## src/rtl/core/slcd_pkg.sv

```systemverilog
// Shared constants and types for the sync/length/CRC-16 deframer.
`default_nettype none
package slcd_pkg;

    // Sync pair and CRC-16/CCITT-FALSE constants
    localparam logic [7:0]  SYNC_FIRST  = 8'hAA;
    localparam logic [7:0]  SYNC_SECOND = 8'h55;
    localparam logic [15:0] CRC_POLY    = 16'h1021;
    localparam logic [15:0] CRC_INIT    = 16'hFFFF;

    // Field widths
    localparam int BYTE_W = 8;
    localparam int LEN_W  = 7;
    localparam int IDX_W  = 6;
    localparam int CNT_W  = 32;
    localparam int STAT_W = 2;

    // Default payload buffer size
    localparam int MAX_PAYLOAD_DEF = 64;

    // Result status codes
    localparam logic [STAT_W-1:0] STAT_DATA = 2'd0;
    localparam logic [STAT_W-1:0] STAT_CRC  = 2'd1;
    localparam logic [STAT_W-1:0] STAT_LEN  = 2'd2;

    // Command to the bit-serial CRC unit
    typedef struct packed {
        logic start;
        logic restart;
    } t_crc_cmd;

    // Address bits needed for a buffer of the given depth
    function automatic int addr_bits(input int depth);
        int w;
        w = (depth > 1) ? $clog2(depth) : 1;
        return w;
    endfunction

endpackage
`default_nettype wire

```

## src/rtl/core/slcd_crc_serial.sv

```systemverilog
// Bit-serial CRC-16/CCITT-FALSE unit, one bit per cycle, holds the running check.
`default_nettype none
module slcd_crc_serial
    import slcd_pkg::*;
(
    input  wire logic              i_clk,
    input  wire logic              i_rst_n,
    input  wire t_crc_cmd          i_cmd,
    input  wire logic [BYTE_W-1:0] i_byte,
    output logic                   o_busy,
    output logic [15:0]            o_crc
);

    logic [15:0]       r_crc;
    logic [BYTE_W-1:0] r_shift;
    logic [2:0]        r_bit;
    logic              r_busy;
    logic              w_fb;

    // Feedback bit: top of the check against the next message bit
    assign w_fb = r_crc[15] ^ r_shift[BYTE_W-1];

    // Load a byte, then fold in one bit per cycle, MSB first
    always_ff @(posedge i_clk) begin
        if (!i_rst_n) begin
            r_crc  <= CRC_INIT;
            r_bit  <= '0;
            r_busy <= 1'b0;
        end else if (i_cmd.start) begin
            if (i_cmd.restart) begin
                r_crc <= CRC_INIT;
            end
            r_bit  <= '0;
            r_busy <= 1'b1;
        end else if (r_busy) begin
            r_crc <= {r_crc[14:0], 1'b0} ^ (w_fb ? CRC_POLY : 16'h0000);
            r_bit <= r_bit + 3'd1;
            if (r_bit == 3'd7) begin
                r_busy <= 1'b0;
            end
        end
    end

    // Message byte shift register
    always_ff @(posedge i_clk) begin
        if (i_cmd.start) begin
            r_shift <= i_byte;
        end else if (r_busy) begin
            r_shift <= {r_shift[BYTE_W-2:0], 1'b0};
        end
    end

    assign o_busy = r_busy;
    assign o_crc  = r_crc;

endmodule
`default_nettype wire

```

## src/rtl/core/slcd_payload_buf.sv

```systemverilog
// Payload byte buffer: one write port, one registered read port.
`default_nettype none
module slcd_payload_buf
    import slcd_pkg::*;
#(
    parameter int DEPTH = MAX_PAYLOAD_DEF
) (
    input  wire logic                        i_clk,
    input  wire logic                        i_wr_en,
    input  wire logic [addr_bits(DEPTH)-1:0] i_wr_addr,
    input  wire logic [BYTE_W-1:0]           i_wr_data,
    input  wire logic                        i_rd_en,
    input  wire logic [addr_bits(DEPTH)-1:0] i_rd_addr,
    output logic [BYTE_W-1:0]                o_rd_data
);

    logic [BYTE_W-1:0] r_mem [DEPTH];
    logic [BYTE_W-1:0] r_rd_data;

    // Write a received payload byte
    always_ff @(posedge i_clk) begin
        if (i_wr_en) begin
            r_mem[i_wr_addr] <= i_wr_data;
        end
    end

    // Read one entry, hold it until the next read
    always_ff @(posedge i_clk) begin
        if (i_rd_en) begin
            r_rd_data <= r_mem[i_rd_addr];
        end
    end

    assign o_rd_data = r_rd_data;

endmodule
`default_nettype wire

```

## src/rtl/core/sync_length_crc16_deframer.sv

```systemverilog
// Top level: sync hunt, length check, CRC-16 check and payload emission.
// Sync and CRC bytes are parsed in the EXEC state; a valid length byte and payload bytes also wait
// in ST_CRC while the bit-serial CRC folds them in (8 steps). A new byte stalls until the sequencer
// is idle. Each result of a valid frame takes a registered buffer read, then an output load that
// waits while the output is stalled. A byte is taken while an earlier result still waits in the output register.
// Reset: synchronous, active low; clears parser, counters and output valid, no clearing pass.
`default_nettype none
module sync_length_crc16_deframer
    import slcd_pkg::*;
#(
    parameter int MAX_PAYLOAD_BYTES = MAX_PAYLOAD_DEF
) (
    input  wire logic              i_clk,
    input  wire logic              i_rst_n,
    input  wire logic              i_in_valid,
    output logic                   o_in_stall,
    input  wire logic [BYTE_W-1:0] i_rx_byte,
    output logic                   o_out_valid,
    input  wire logic              i_out_stall,
    output logic [STAT_W-1:0]      o_status,
    output logic [BYTE_W-1:0]      o_data_byte,
    output logic [IDX_W-1:0]       o_byte_index,
    output logic                   o_last_byte,
    output logic [LEN_W-1:0]       o_frame_length,
    output logic [CNT_W-1:0]       o_crc_error_total,
    output logic [CNT_W-1:0]       o_length_error_total,
    output logic [CNT_W-1:0]       o_good_frame_total,
    output logic                   o_link_seen
);

    localparam int AW = addr_bits(MAX_PAYLOAD_BYTES);

    // Sequencer states
    localparam logic [2:0] ST_IDLE = 3'd0;
    localparam logic [2:0] ST_EXEC = 3'd1;
    localparam logic [2:0] ST_CRC  = 3'd2;
    localparam logic [2:0] ST_RD   = 3'd3;
    localparam logic [2:0] ST_WR   = 3'd4;

    // Parse phases
    localparam logic [2:0] PH_SYNC0 = 3'd0;
    localparam logic [2:0] PH_SYNC1 = 3'd1;
    localparam logic [2:0] PH_LEN   = 3'd2;
    localparam logic [2:0] PH_PAY   = 3'd3;
    localparam logic [2:0] PH_CRCLO = 3'd4;
    localparam logic [2:0] PH_CRCHI = 3'd5;

    logic [2:0]        r_state, n_state;
    logic [2:0]        r_phase, n_phase;
    logic [BYTE_W-1:0] r_byte;
    logic [LEN_W-1:0]  r_exp_len, n_exp_len;
    logic [LEN_W-1:0]  r_fill, n_fill;
    logic [LEN_W-1:0]  r_emit_idx, n_emit_idx;
    logic [BYTE_W-1:0] r_rcv_lo, n_rcv_lo;
    logic [CNT_W-1:0]  r_crc_cnt, n_crc_cnt;
    logic [CNT_W-1:0]  r_len_cnt, n_len_cnt;
    logic [CNT_W-1:0]  r_ok_cnt, n_ok_cnt;
    logic              r_seen, n_seen;

    logic              r_out_valid, n_out_valid;
    logic [STAT_W-1:0] r_out_status, n_out_status;
    logic [BYTE_W-1:0] r_out_data, n_out_data;
    logic [IDX_W-1:0]  r_out_idx, n_out_idx;
    logic              r_out_last, n_out_last;
    logic [LEN_W-1:0]  r_out_flen, n_out_flen;
    logic [CNT_W-1:0]  r_out_crc_cnt;
    logic [CNT_W-1:0]  r_out_len_cnt;
    logic [CNT_W-1:0]  r_out_ok_cnt;
    logic              r_out_seen;
    logic              w_out_load;

    logic              w_in_xfer;
    logic              w_out_free;
    logic              w_last;
    t_crc_cmd          w_crc_cmd;
    logic              w_crc_busy;
    logic [15:0]       w_crc;
    logic              w_wr_en;
    logic              w_rd_en;
    logic [BYTE_W-1:0] w_rd_data;

    assign o_in_stall = (r_state != ST_IDLE);
    assign w_in_xfer  = i_in_valid && !o_in_stall;
    assign w_out_free = !r_out_valid || !i_out_stall;
    assign w_last     = ((r_emit_idx + LEN_W'(1)) == r_exp_len);

    // Bit-serial running check
    slcd_crc_serial u_crc (
        .i_clk   (i_clk),
        .i_rst_n (i_rst_n),
        .i_cmd   (w_crc_cmd),
        .i_byte  (r_byte),
        .o_busy  (w_crc_busy),
        .o_crc   (w_crc)
    );

    // Payload buffer
    slcd_payload_buf #(
        .DEPTH (MAX_PAYLOAD_BYTES)
    ) u_buf (
        .i_clk     (i_clk),
        .i_wr_en   (w_wr_en),
        .i_wr_addr (r_fill[AW-1:0]),
        .i_wr_data (r_byte),
        .i_rd_en   (w_rd_en),
        .i_rd_addr (r_emit_idx[AW-1:0]),
        .o_rd_data (w_rd_data)
    );

    // Sequencer and parser
    always_comb begin
        n_state       = r_state;
        n_phase       = r_phase;
        n_exp_len     = r_exp_len;
        n_fill        = r_fill;
        n_emit_idx    = r_emit_idx;
        n_rcv_lo      = r_rcv_lo;
        n_crc_cnt     = r_crc_cnt;
        n_len_cnt     = r_len_cnt;
        n_ok_cnt      = r_ok_cnt;
        n_seen        = r_seen;
        n_out_valid   = r_out_valid && i_out_stall;
        n_out_status  = STAT_DATA;
        n_out_data    = '0;
        n_out_idx     = '0;
        n_out_last    = 1'b1;
        n_out_flen    = '0;
        w_out_load    = 1'b0;
        w_crc_cmd     = '0;
        w_wr_en       = 1'b0;
        w_rd_en       = 1'b0;

        unique case (r_state)
            ST_IDLE: begin
                if (w_in_xfer) begin
                    n_state = ST_EXEC;
                end
            end
            ST_EXEC: begin
                unique case (r_phase)
                    PH_SYNC1: begin
                        n_state = ST_IDLE;
                        if (r_byte == SYNC_SECOND) begin
                            n_phase = PH_LEN;
                        end else if (r_byte != SYNC_FIRST) begin
                            n_phase = PH_SYNC0;
                        end
                    end
                    PH_LEN: begin
                        if (r_byte == '0 || r_byte > BYTE_W'(MAX_PAYLOAD_BYTES)) begin
                            // drop the frame, report a bad length
                            if (w_out_free) begin
                                n_len_cnt    = r_len_cnt + CNT_W'(1);
                                n_out_status = STAT_LEN;
                                w_out_load   = 1'b1;
                                n_phase      = PH_SYNC0;
                                n_state      = ST_IDLE;
                            end
                        end else begin
                            n_exp_len         = r_byte[LEN_W-1:0];
                            n_fill            = '0;
                            w_crc_cmd.start   = 1'b1;
                            w_crc_cmd.restart = 1'b1;
                            n_phase           = PH_PAY;
                            n_state           = ST_CRC;
                        end
                    end
                    PH_PAY: begin
                        w_wr_en         = 1'b1;
                        w_crc_cmd.start = 1'b1;
                        n_fill          = r_fill + LEN_W'(1);
                        if (n_fill >= r_exp_len) begin
                            n_phase = PH_CRCLO;
                        end
                        n_state = ST_CRC;
                    end
                    PH_CRCLO: begin
                        n_rcv_lo = r_byte;
                        n_phase  = PH_CRCHI;
                        n_state  = ST_IDLE;
                    end
                    PH_CRCHI: begin
                        if ({r_byte, r_rcv_lo} != w_crc) begin
                            // report a check mismatch
                            if (w_out_free) begin
                                n_crc_cnt    = r_crc_cnt + CNT_W'(1);
                                n_out_status = STAT_CRC;
                                w_out_load   = 1'b1;
                                n_phase      = PH_SYNC0;
                                n_state      = ST_IDLE;
                            end
                        end else begin
                            n_ok_cnt   = r_ok_cnt + CNT_W'(1);
                            n_seen     = 1'b1;
                            n_emit_idx = '0;
                            n_phase    = PH_SYNC0;
                            n_state    = ST_RD;
                        end
                    end
                    default: begin
                        n_state = ST_IDLE;
                        n_phase = (r_byte == SYNC_FIRST) ? PH_SYNC1 : PH_SYNC0;
                    end
                endcase
            end
            ST_CRC: begin
                if (!w_crc_busy) begin
                    n_state = ST_IDLE;
                end
            end
            ST_RD: begin
                w_rd_en = 1'b1;
                n_state = ST_WR;
            end
            ST_WR: begin
                // emit one buffered payload byte
                if (w_out_free) begin
                    n_out_status = STAT_DATA;
                    n_out_data   = w_rd_data;
                    n_out_idx    = r_emit_idx[IDX_W-1:0];
                    n_out_last   = w_last;
                    n_out_flen   = r_exp_len;
                    w_out_load   = 1'b1;
                    if (w_last) begin
                        n_state = ST_IDLE;
                    end else begin
                        n_emit_idx = r_emit_idx + LEN_W'(1);
                        n_state    = ST_RD;
                    end
                end
            end
            default: begin
                n_state = ST_IDLE;
            end
        endcase

        if (w_out_load) begin
            n_out_valid = 1'b1;
        end
    end

    // Control registers
    always_ff @(posedge i_clk) begin
        if (!i_rst_n) begin
            r_state     <= ST_IDLE;
            r_phase     <= PH_SYNC0;
            r_exp_len   <= '0;
            r_fill      <= '0;
            r_emit_idx  <= '0;
            r_rcv_lo    <= '0;
            r_crc_cnt   <= '0;
            r_len_cnt   <= '0;
            r_ok_cnt    <= '0;
            r_seen      <= 1'b0;
            r_out_valid <= 1'b0;
        end else begin
            r_state     <= n_state;
            r_phase     <= n_phase;
            r_exp_len   <= n_exp_len;
            r_fill      <= n_fill;
            r_emit_idx  <= n_emit_idx;
            r_rcv_lo    <= n_rcv_lo;
            r_crc_cnt   <= n_crc_cnt;
            r_len_cnt   <= n_len_cnt;
            r_ok_cnt    <= n_ok_cnt;
            r_seen      <= n_seen;
            r_out_valid <= n_out_valid;
        end
    end

    // Capture the accepted byte
    always_ff @(posedge i_clk) begin
        if (w_in_xfer) begin
            r_byte <= i_rx_byte;
        end
    end

    // Output register, counters snapshot with each result
    always_ff @(posedge i_clk) begin
        if (w_out_load) begin
            r_out_status  <= n_out_status;
            r_out_data    <= n_out_data;
            r_out_idx     <= n_out_idx;
            r_out_last    <= n_out_last;
            r_out_flen    <= n_out_flen;
            r_out_crc_cnt <= n_crc_cnt;
            r_out_len_cnt <= n_len_cnt;
            r_out_ok_cnt  <= n_ok_cnt;
            r_out_seen    <= n_seen;
        end
    end

    assign o_out_valid          = r_out_valid;
    assign o_status             = r_out_status;
    assign o_data_byte          = r_out_data;
    assign o_byte_index         = r_out_idx;
    assign o_last_byte          = r_out_last;
    assign o_frame_length       = r_out_flen;
    assign o_crc_error_total    = r_out_crc_cnt;
    assign o_length_error_total = r_out_len_cnt;
    assign o_good_frame_total   = r_out_ok_cnt;
    assign o_link_seen          = r_out_seen;

    // Fill index stays below the expected length while collecting payload
    a_fill_in_range: assert property (@(posedge i_clk) disable iff (!i_rst_n)
        (r_phase == PH_PAY) |-> (r_fill < r_exp_len))
        else $error("fill index reached expected length in payload phase");

    // Leave the CRC wait once the serial unit is done
    a_crc_exit: assert property (@(posedge i_clk) disable iff (!i_rst_n)
        (r_state == ST_CRC && !w_crc_busy) |=> (r_state == ST_IDLE))
        else $error("sequencer stuck after CRC step");

    // A data result sits inside a frame of nonzero length
    a_data_index: assert property (@(posedge i_clk) disable iff (!i_rst_n)
        (r_out_valid && r_out_status == STAT_DATA) |->
            (r_out_flen != '0 && LEN_W'(r_out_idx) < r_out_flen))
        else $error("payload result index outside frame length");

    // A bad length count step comes with a bad length result
    a_len_result: assert property (@(posedge i_clk) disable iff (!i_rst_n)
        (r_len_cnt != $past(r_len_cnt)) |->
            (r_out_valid && r_out_status == STAT_LEN))
        else $error("length error counted without a result");

endmodule
`default_nettype wire
```

## config.mk

```make
export PLATFORM = sky130hd
export DESIGN_NAME = sync_length_crc16_deframer
export DESIGN_NICKNAME = d
export VERILOG_FILES = /design/src/rtl/core/slcd_pkg.sv /design/src/rtl/core/slcd_crc_serial.sv /design/src/rtl/core/slcd_payload_buf.sv /design/src/rtl/core/sync_length_crc16_deframer.sv
export SDC_FILE = /design/constraint.sdc
export NUM_CORES = 1
export LEC_CHECK = 0
export ABC_AREA = 1
export BUFFER_PORTS_ARGS = -buffer_cell sky130_fd_sc_hd__buf_2
export CAP_MARGIN = 20
export CORE_MARGIN = 2
export CORE_UTILIZATION = 40
export CTS_BUF_LIST = sky130_fd_sc_hd__clkbuf_2 sky130_fd_sc_hd__clkbuf_4 sky130_fd_sc_hd__clkbuf_8
export CTS_CLUSTER_SIZE = 10
export DETAILED_ROUTE_END_ITERATION = 6
export PLACE_DENSITY = 0.63
export SKIP_CTS_REPAIR_TIMING = 1
export SLEW_MARGIN = 0
export SYNTH_ARGS = -nofsm -noshare
export SYNTH_HDL_FRONTEND = slang
export SYNTH_HIERARCHICAL = 1
export SYNTH_SLANG_ARGS = --single-unit
export TNS_END_PERCENT = 1
```

## constraint.sdc

```tcl
create_clock -name i_clk -period 5.6 [get_ports i_clk]
set_input_delay 0 -clock i_clk [delete_from_list [all_inputs] [get_ports i_clk]]
set_output_delay 0 -clock i_clk [all_outputs]
set_load 0.005 [all_outputs]
```

; ---- After elaboration in Yosys (flattened, before gate mapping)
; Memories as Yosys holds them, arrays and structs flattened. A register that Yosys moved wholly into a read port is not among the register bits.
; Index checks and enable logic that the tools add are counted.
[op_classes]
add_sub_neg = 6
n_lt_le_gt_ge = 2
eq_ne = 25
mux = 67
bitwise_logic = 4
reduce_logical = 22
[op_table]
columns = op, count
row1 = $mux W32, 11
row2 = $add A32 B1 Y32 const B, 3
row3 = $mux W16, 3
row4 = $mux W3, 12
row5 = $mux W7, 5
row6 = $pmux W3 S5, 2
row7 = $pmux W7 S2, 2
row8 = $mux W1, 19
row9 = $ne A2 B2 Y1 const B, 9
row10 = $mux W8, 2
row11 = $ne A16 B16 Y1, 1
row12 = $xor A16 B16 Y16, 1
row13 = $add A7 B1 Y7 const B, 2
row14 = $mux W13, 1
row15 = $eq A3 B2 Y1 const B, 4
row16 = $eq A3 B3 Y1 const B, 4
row17 = $reduce_and A3 Y1, 4
row18 = $mux W2, 5
row19 = $pmux W3 S3, 1
row20 = $eq A8 B7 Y1 const B, 1
row21 = $eq A8 B8 Y1 const B, 1
row22 = $gt A8 B7 Y1 const B, 1
row23 = $logic_not A8 Y1, 1
row24 = $ne A8 B8 Y1 const B, 1
row25 = other kinds (18), 30
[totals]
regBits = 290
ram_bits = 512
inputBits = 12
output_inout_bits = 123
mem_count = 1
[mem_list]
columns = name, words, width, rd, rd_clocked_by_memory_dff, write_ports, line
row1 = u_buf.r_mem, 64, 8, 1, 1, 1, slcd_payload_buf.sv:17  ; logic [BYTE_W-1:0] r_mem [DEPTH];

; ---- Longest topological paths before layout
[logic_depth]
word_depth = 7
depth_mapped = 16
depth_no_buf = 15

; ---- By module
; Netlist, hierarchy kept.
[by_module_without_submodules]
columns = module, n_inst, cells_each, area_each_um2, seq_area_each_um2
row1 = slcd_payload_buf, 1, 1822, 21371.7, 15615.0
row2 = sync_length_crc16_deframer, 1, 1472, 12290.5, 6536.3
row3 = slcd_crc_serial, 1, 140, 1234.9, 640.6

; ---- Least setup slack after synthesis
; No wires, ideal clock.
[synth_timing]
path_kind = flip-flop to flip-flop
startpoint = register r_byte[4]
endpoint = register r_out_idx[0] (netlist: o_byte_index[0]), enable pin
setup_time_ns = 1.375
t_arrival_ns = 4.705
path_slack_ns = -0.480
path_stages_with_launch = 10
path_buffers = 0
period_less_slack_ns = 6.080
path_cell_list = edfxtp_1 -> inv_1 -> nand2_1 -> nand2_1 -> nor2_1 -> nand2_1 -> nor2_2 -> nand2_2 -> nand2_4 -> nand3_1
[synth_via]
elab_chain_cells = 5
elab_cells_between_ends = 8
cone_classes = order compare: 1 / eq/ne: 1 / mux: 4 / reduce/logical: 2
[synth_lines]
columns = item, line
row1 = "start, declared", sync_length_crc16_deframer.sv:50  ; logic [BYTE_W-1:0] r_byte;
row2 = "start signal, assigned", sync_length_crc16_deframer.sv:274  ; r_byte <= i_rx_byte;
row3 = $gt A8 B7 Y1 or $logic_not A8 Y1 (tied branches), sync_length_crc16_deframer.sv:150  ; if (r_byte == '0 || r_byte > BYTE_W'(MAX_PAYLOAD_BYTES)) begin
row4 = $logic_or A1 B1 Y1, sync_length_crc16_deframer.sv:150
row5 = $mux W1, sync_length_crc16_deframer.sv:150
row6 = $pmux W1 S2 *, sync_length_crc16_deframer.sv:140  ; unique case (r_phase)
row7 = $pmux W1 S2 *, sync_length_crc16_deframer.sv:133  ; unique case (r_state)
row8 = named net w_out_load, sync_length_crc16_deframer.sv:70  ; logic w_out_load;
row9 = "end signal, assigned", sync_length_crc16_deframer.sv:283  ; r_out_idx <= n_out_idx;
row10 = "end, declared", sync_length_crc16_deframer.sv:63  ; logic [IDX_W-1:0] r_out_idx, n_out_idx;
; The timed path passes the listed nets; every way through them passes the cells marked *.
; A chain may end at the register's enable or synchronous reset.

; ---- Worst setup path in the final report
[layout_timing]
startpoint = register r_byte[6]
endpoint = register r_out_len_cnt[31] (netlist: o_length_error_total[31]), enable pin
[layout_via]
elab_chain_cells = 5
elab_cells_between_ends = 8
cone_classes = order compare: 1 / eq/ne: 1 / mux: 4 / reduce/logical: 2
[layout_lines]
columns = item, line
row1 = $gt A8 B7 Y1 or $logic_not A8 Y1 (tied branches), sync_length_crc16_deframer.sv:150
row2 = $logic_or A1 B1 Y1, sync_length_crc16_deframer.sv:150
row3 = $mux W1, sync_length_crc16_deframer.sv:150
row4 = $pmux W1 S2 *, sync_length_crc16_deframer.sv:140
row5 = $pmux W1 S2 *, sync_length_crc16_deframer.sv:133
row6 = named net w_out_load, sync_length_crc16_deframer.sv:70
row7 = "end signal, assigned", sync_length_crc16_deframer.sv:287  ; r_out_len_cnt <= n_len_cnt;
row8 = "end, declared", sync_length_crc16_deframer.sv:67  ; logic [CNT_W-1:0] r_out_len_cnt;
; Marks and branches as above.

==> flow_summary_export.csv <==
group,metric,value,unit
worst_hold_path,hold_class,"input pin to register",
floorplanning,io_pins,135,
cells_and_area,multi_input_area,0.0102,sq mm
sta,setup_viol,0,
synth,syn-instance-count,3434,
cells_and_area,fin_cells,4865,
placed_design,dp_cells,4613,
worst_hold_path,holdPathStages,6,
power_and_ir_drop,ir_drop,191,uV
synth,synth_edf_count,657,
clock_network,numClockSinks,810,
setup_path,end_kind,"register",
sta,fin_skew,0.0427,ns
global_route,grt_max_degree,102,
setup_path,reg2reg_slack,1.79,ns
detailed_routing,drc,0,
detailed_routing,routed_via_density,5.04,
sta,fmax,263,MHz
synth,ys.flop_type,"edfxtp_1",
floorplanning,core,0.0866,sq mm
cells_and_area,seq_area,0.0228,sq mm
setup_path,reg2reg_depth,11,
placed_design,place_hpwl,52800,microns
synth,synth_seq_cells,810,
setup_path,worst_setup_path_start_kind,"register",
cells_and_area,final_util,45.3,%
clock_network,clkTransAtPathRegs,0.06,ns
detailed_routing,wire_per_inst,17.4,microns
detailed_routing,dr.first_iter.drc_count,2155,
floorplanning,dieWidth,299,microns
cells_and_area,layout-drive-gt1-share,13.1,%
sta,maxSlewViolCount,0,
synth,ys_top_cells_by_area,"edfxtp_1, nand2_1, dfxtp_1",
sta,slew_headroom,29.2,%
detailed_routing,num_vias,24514,
synth,avgSynthCellArea,10.2,sq um
clock_network,cts_inserted_buffers,137,
sta,rsz0062_at_grt,"false",
setup_path,r2r_end,"o_length_error_total[31]",
clock_network,cts_tree,"built",
floorplanning,num_rows,108,
clock_network,htree_levels,4,
synth,ys_types,48,
sta,layout_min_cycle_time,3.81,ns
power_and_ir_drop,p_leak,15.3,nW
synth,syn_area,0.0349,sq mm
global_route,antenna_found_initial,2,
sta,finalHoldViolations,0,
power_and_ir_drop,power_density,303,mW/mm^2
clock_network,clk_path_buf_depth,3,
cells_and_area,nFillCells,8033,
synth,synth_async_sr_flop_share,0,%
sta,worstMarginPinSlew,1.06,ns
outcome,outcome,"completed",
setup_path,crit_arrival,4.29,ns
synth,yosys_warnings,6,
setup_path,r2r_start,"r_byte[6]",
sta,setup_tns,0,ns
synth,synth_top_area_share,56.5,%
placed_design,io_buffers,134,
sta,finalHoldWorstSlack,0.317,ns
global_route,grt_pass1_vias,23369,
global_route,gr-total-overflow,0,
clock_network,root_buffer,"clkbuf_8",
floorplanning,dieArea,0.0896,sq mm
global_route,track_usage,18.6,%
synth,synth.largest_area_cell,"edfxtp_1",
synth,synth_nets,3460,
cells_and_area,syn_to_final_growth,12.4,%
floorplanning,dieHeight,299,microns
clock_network,clk-insertion-delay-late,0.78,ns
setup_path,cp_max_fo,69,
job,cap_violations,0,
synth,seq_area_frac_synth,65.3,%
sta,period_share,68.0,%
placed_design,place_congestion,0.890,
detailed_routing,ant_nets,0,
worst_hold_path,hold_path_end,"r_state[1]",
worst_hold_path,min_from,"i_in_valid",
cells_and_area,stdcell_area,0.0392,sq mm
detailed_routing,first_pass_iters,5,
cells_and_area,final_nets,3644,
placed_design,place_area,0.0364,sq mm
floorplanning,start_util,40.3,%
setup_path,required,6.08,ns
global_route,grt_pass1_wl,131000,microns
detailed_routing,wl,84800,microns
setup_path,criticalPathCategory,"register to register",
kinds of logic after synthesis:
logic type,after synthesis,share of synthesized area (%)
fa+ha+maj,14,0.502
buf+inv,407,5.45
xor+xnor,54,1.42
simple gates,2002,25.0
flops,810,65.3
compound gates,147,2.29
sequential cells by signal, summed over array words and instances (netlist names), 16 cells and up:
name                  flops
o_crc_error_total        32
o_good_frame_total       32
o_length_error_total     32
r_crc_cnt                32
r_len_cnt                32
r_ok_cnt                 32
u_buf/r_mem             512
u_crc/o_crc              16
worst max-delay path by stage:
stage	depth (start not counted)	slack, ns	to	startpoint
after global routing	11	1.50	o_crc_error_total[28]	r_byte[6]
final	11	1.79	o_length_error_total[31]	r_byte[6]
after floorplan	9	1.11	o_byte_index[0]	r_byte[4]
after global placement	11	1.83	o_crc_error_total[22]	r_byte[6]
after CTS	11	1.74	o_crc_error_total[22]	r_byte[6]
after detailed placement	11	1.78	o_crc_error_total[28]	r_byte[6]
Yosys cell counts (10+ instances only):
cell,n
a21oi_1,82
a21oi_2,10
buf_1,13
buf_2,56
buf_4,12
buf_6,30
clkbuf_1,28
dfxtp_1,153
edfxtp_1,657
ha_1,14
inv_1,240
inv_2,21
nand2_1,1045
nand2_2,11
nand3_1,516
nand4_1,36
nor2_1,252
nor2_2,11
nor3_1,51
nor4_1,13
o21ai_0,45
or2_2,14
xnor2_1,10
xor2_1,41
area by class of cell:
| cell class | instances | area share, % |
|---|---|---|
| inverters | 266 | 2.60 |
| clock buffers | 189 | 5.95 |
| repair buffers | 186 | 2.83 |
| multi-input cells | 2217 | 26.0 |
| diodes | 1 | 0.00638 |
| clock inverters | 41 | 0.734 |
| flip-flops and latches | 810 | 58.1 |
| well taps | 1155 | 3.69 |
metal layers:
| layer | part of all wire [%] | routed length (microns) | vias to the layer above | GRT usage, % |
|---|---|---|---|---|
| met3 | 6.2 | 5290 | 130 | 3.77 |
| met1 | 44 | 37200 | 11738 | 25.0 |
| met4 | 2.0 | 1670 | 0 | 5.69 |
| met2 | 48 | 40600 | 704 | 30.5 |
| li1 | - | - | 11942 | - |
| met5 | 0 | 0 | - | 0 |
worst max-delay path, cell delays in order, from the launching register on:
cell      delay [ns]
edfxtp_1        0.32
buf_4           0.61
inv_2           0.14
nand2_1         0.09
nand2_1         0.05
nor2_1          0.09
nand2_1         0.07
nor2_2          0.14
nand2_2         0.39
nand2_4         0.30
nand3_4         0.67
buf_4           0.57
metrics by stage:
| stage | worst slack (ns) | power (mW) |
|---|---|---|
| floorplan | 1.11 | 6.77 |
| global placement | 1.83 | 6.86 |
| detailed placement | 1.78 | 6.86 |
| global route | 1.50 | 12.3 |
| CTS | 1.74 | 12.0 |
| finish | 1.79 | 11.9 |
placed cells by master, fill, tap and decap left out, types with 21 or more instances in the layout:
cell	netlist	layout
a21oi_1	82	82
buf_2	56	134
buf_4	12	31
clkbuf_4	0	44
clkbuf_8	0	146
clkinv_1	2	22
dfxtp_1	153	150
edfxtp_1	657	657
inv_1	240	238
inv_2	21	21
nand2_1	1045	1045
nand3_1	516	515
nand4_1	36	36
nor2_1	252	252
nor3_1	51	51
o21ai_0	45	45
xor2_1	41	41
where the power goes:
part / internal, mW / switching, mW
logic: 0.0444 / 0.168
clock network: 2.79 / 2.35
registers: 6.52 / 0.0143
total: 9.35 / 2.53
No activity file was read; power rests on OpenSTA's default activity.
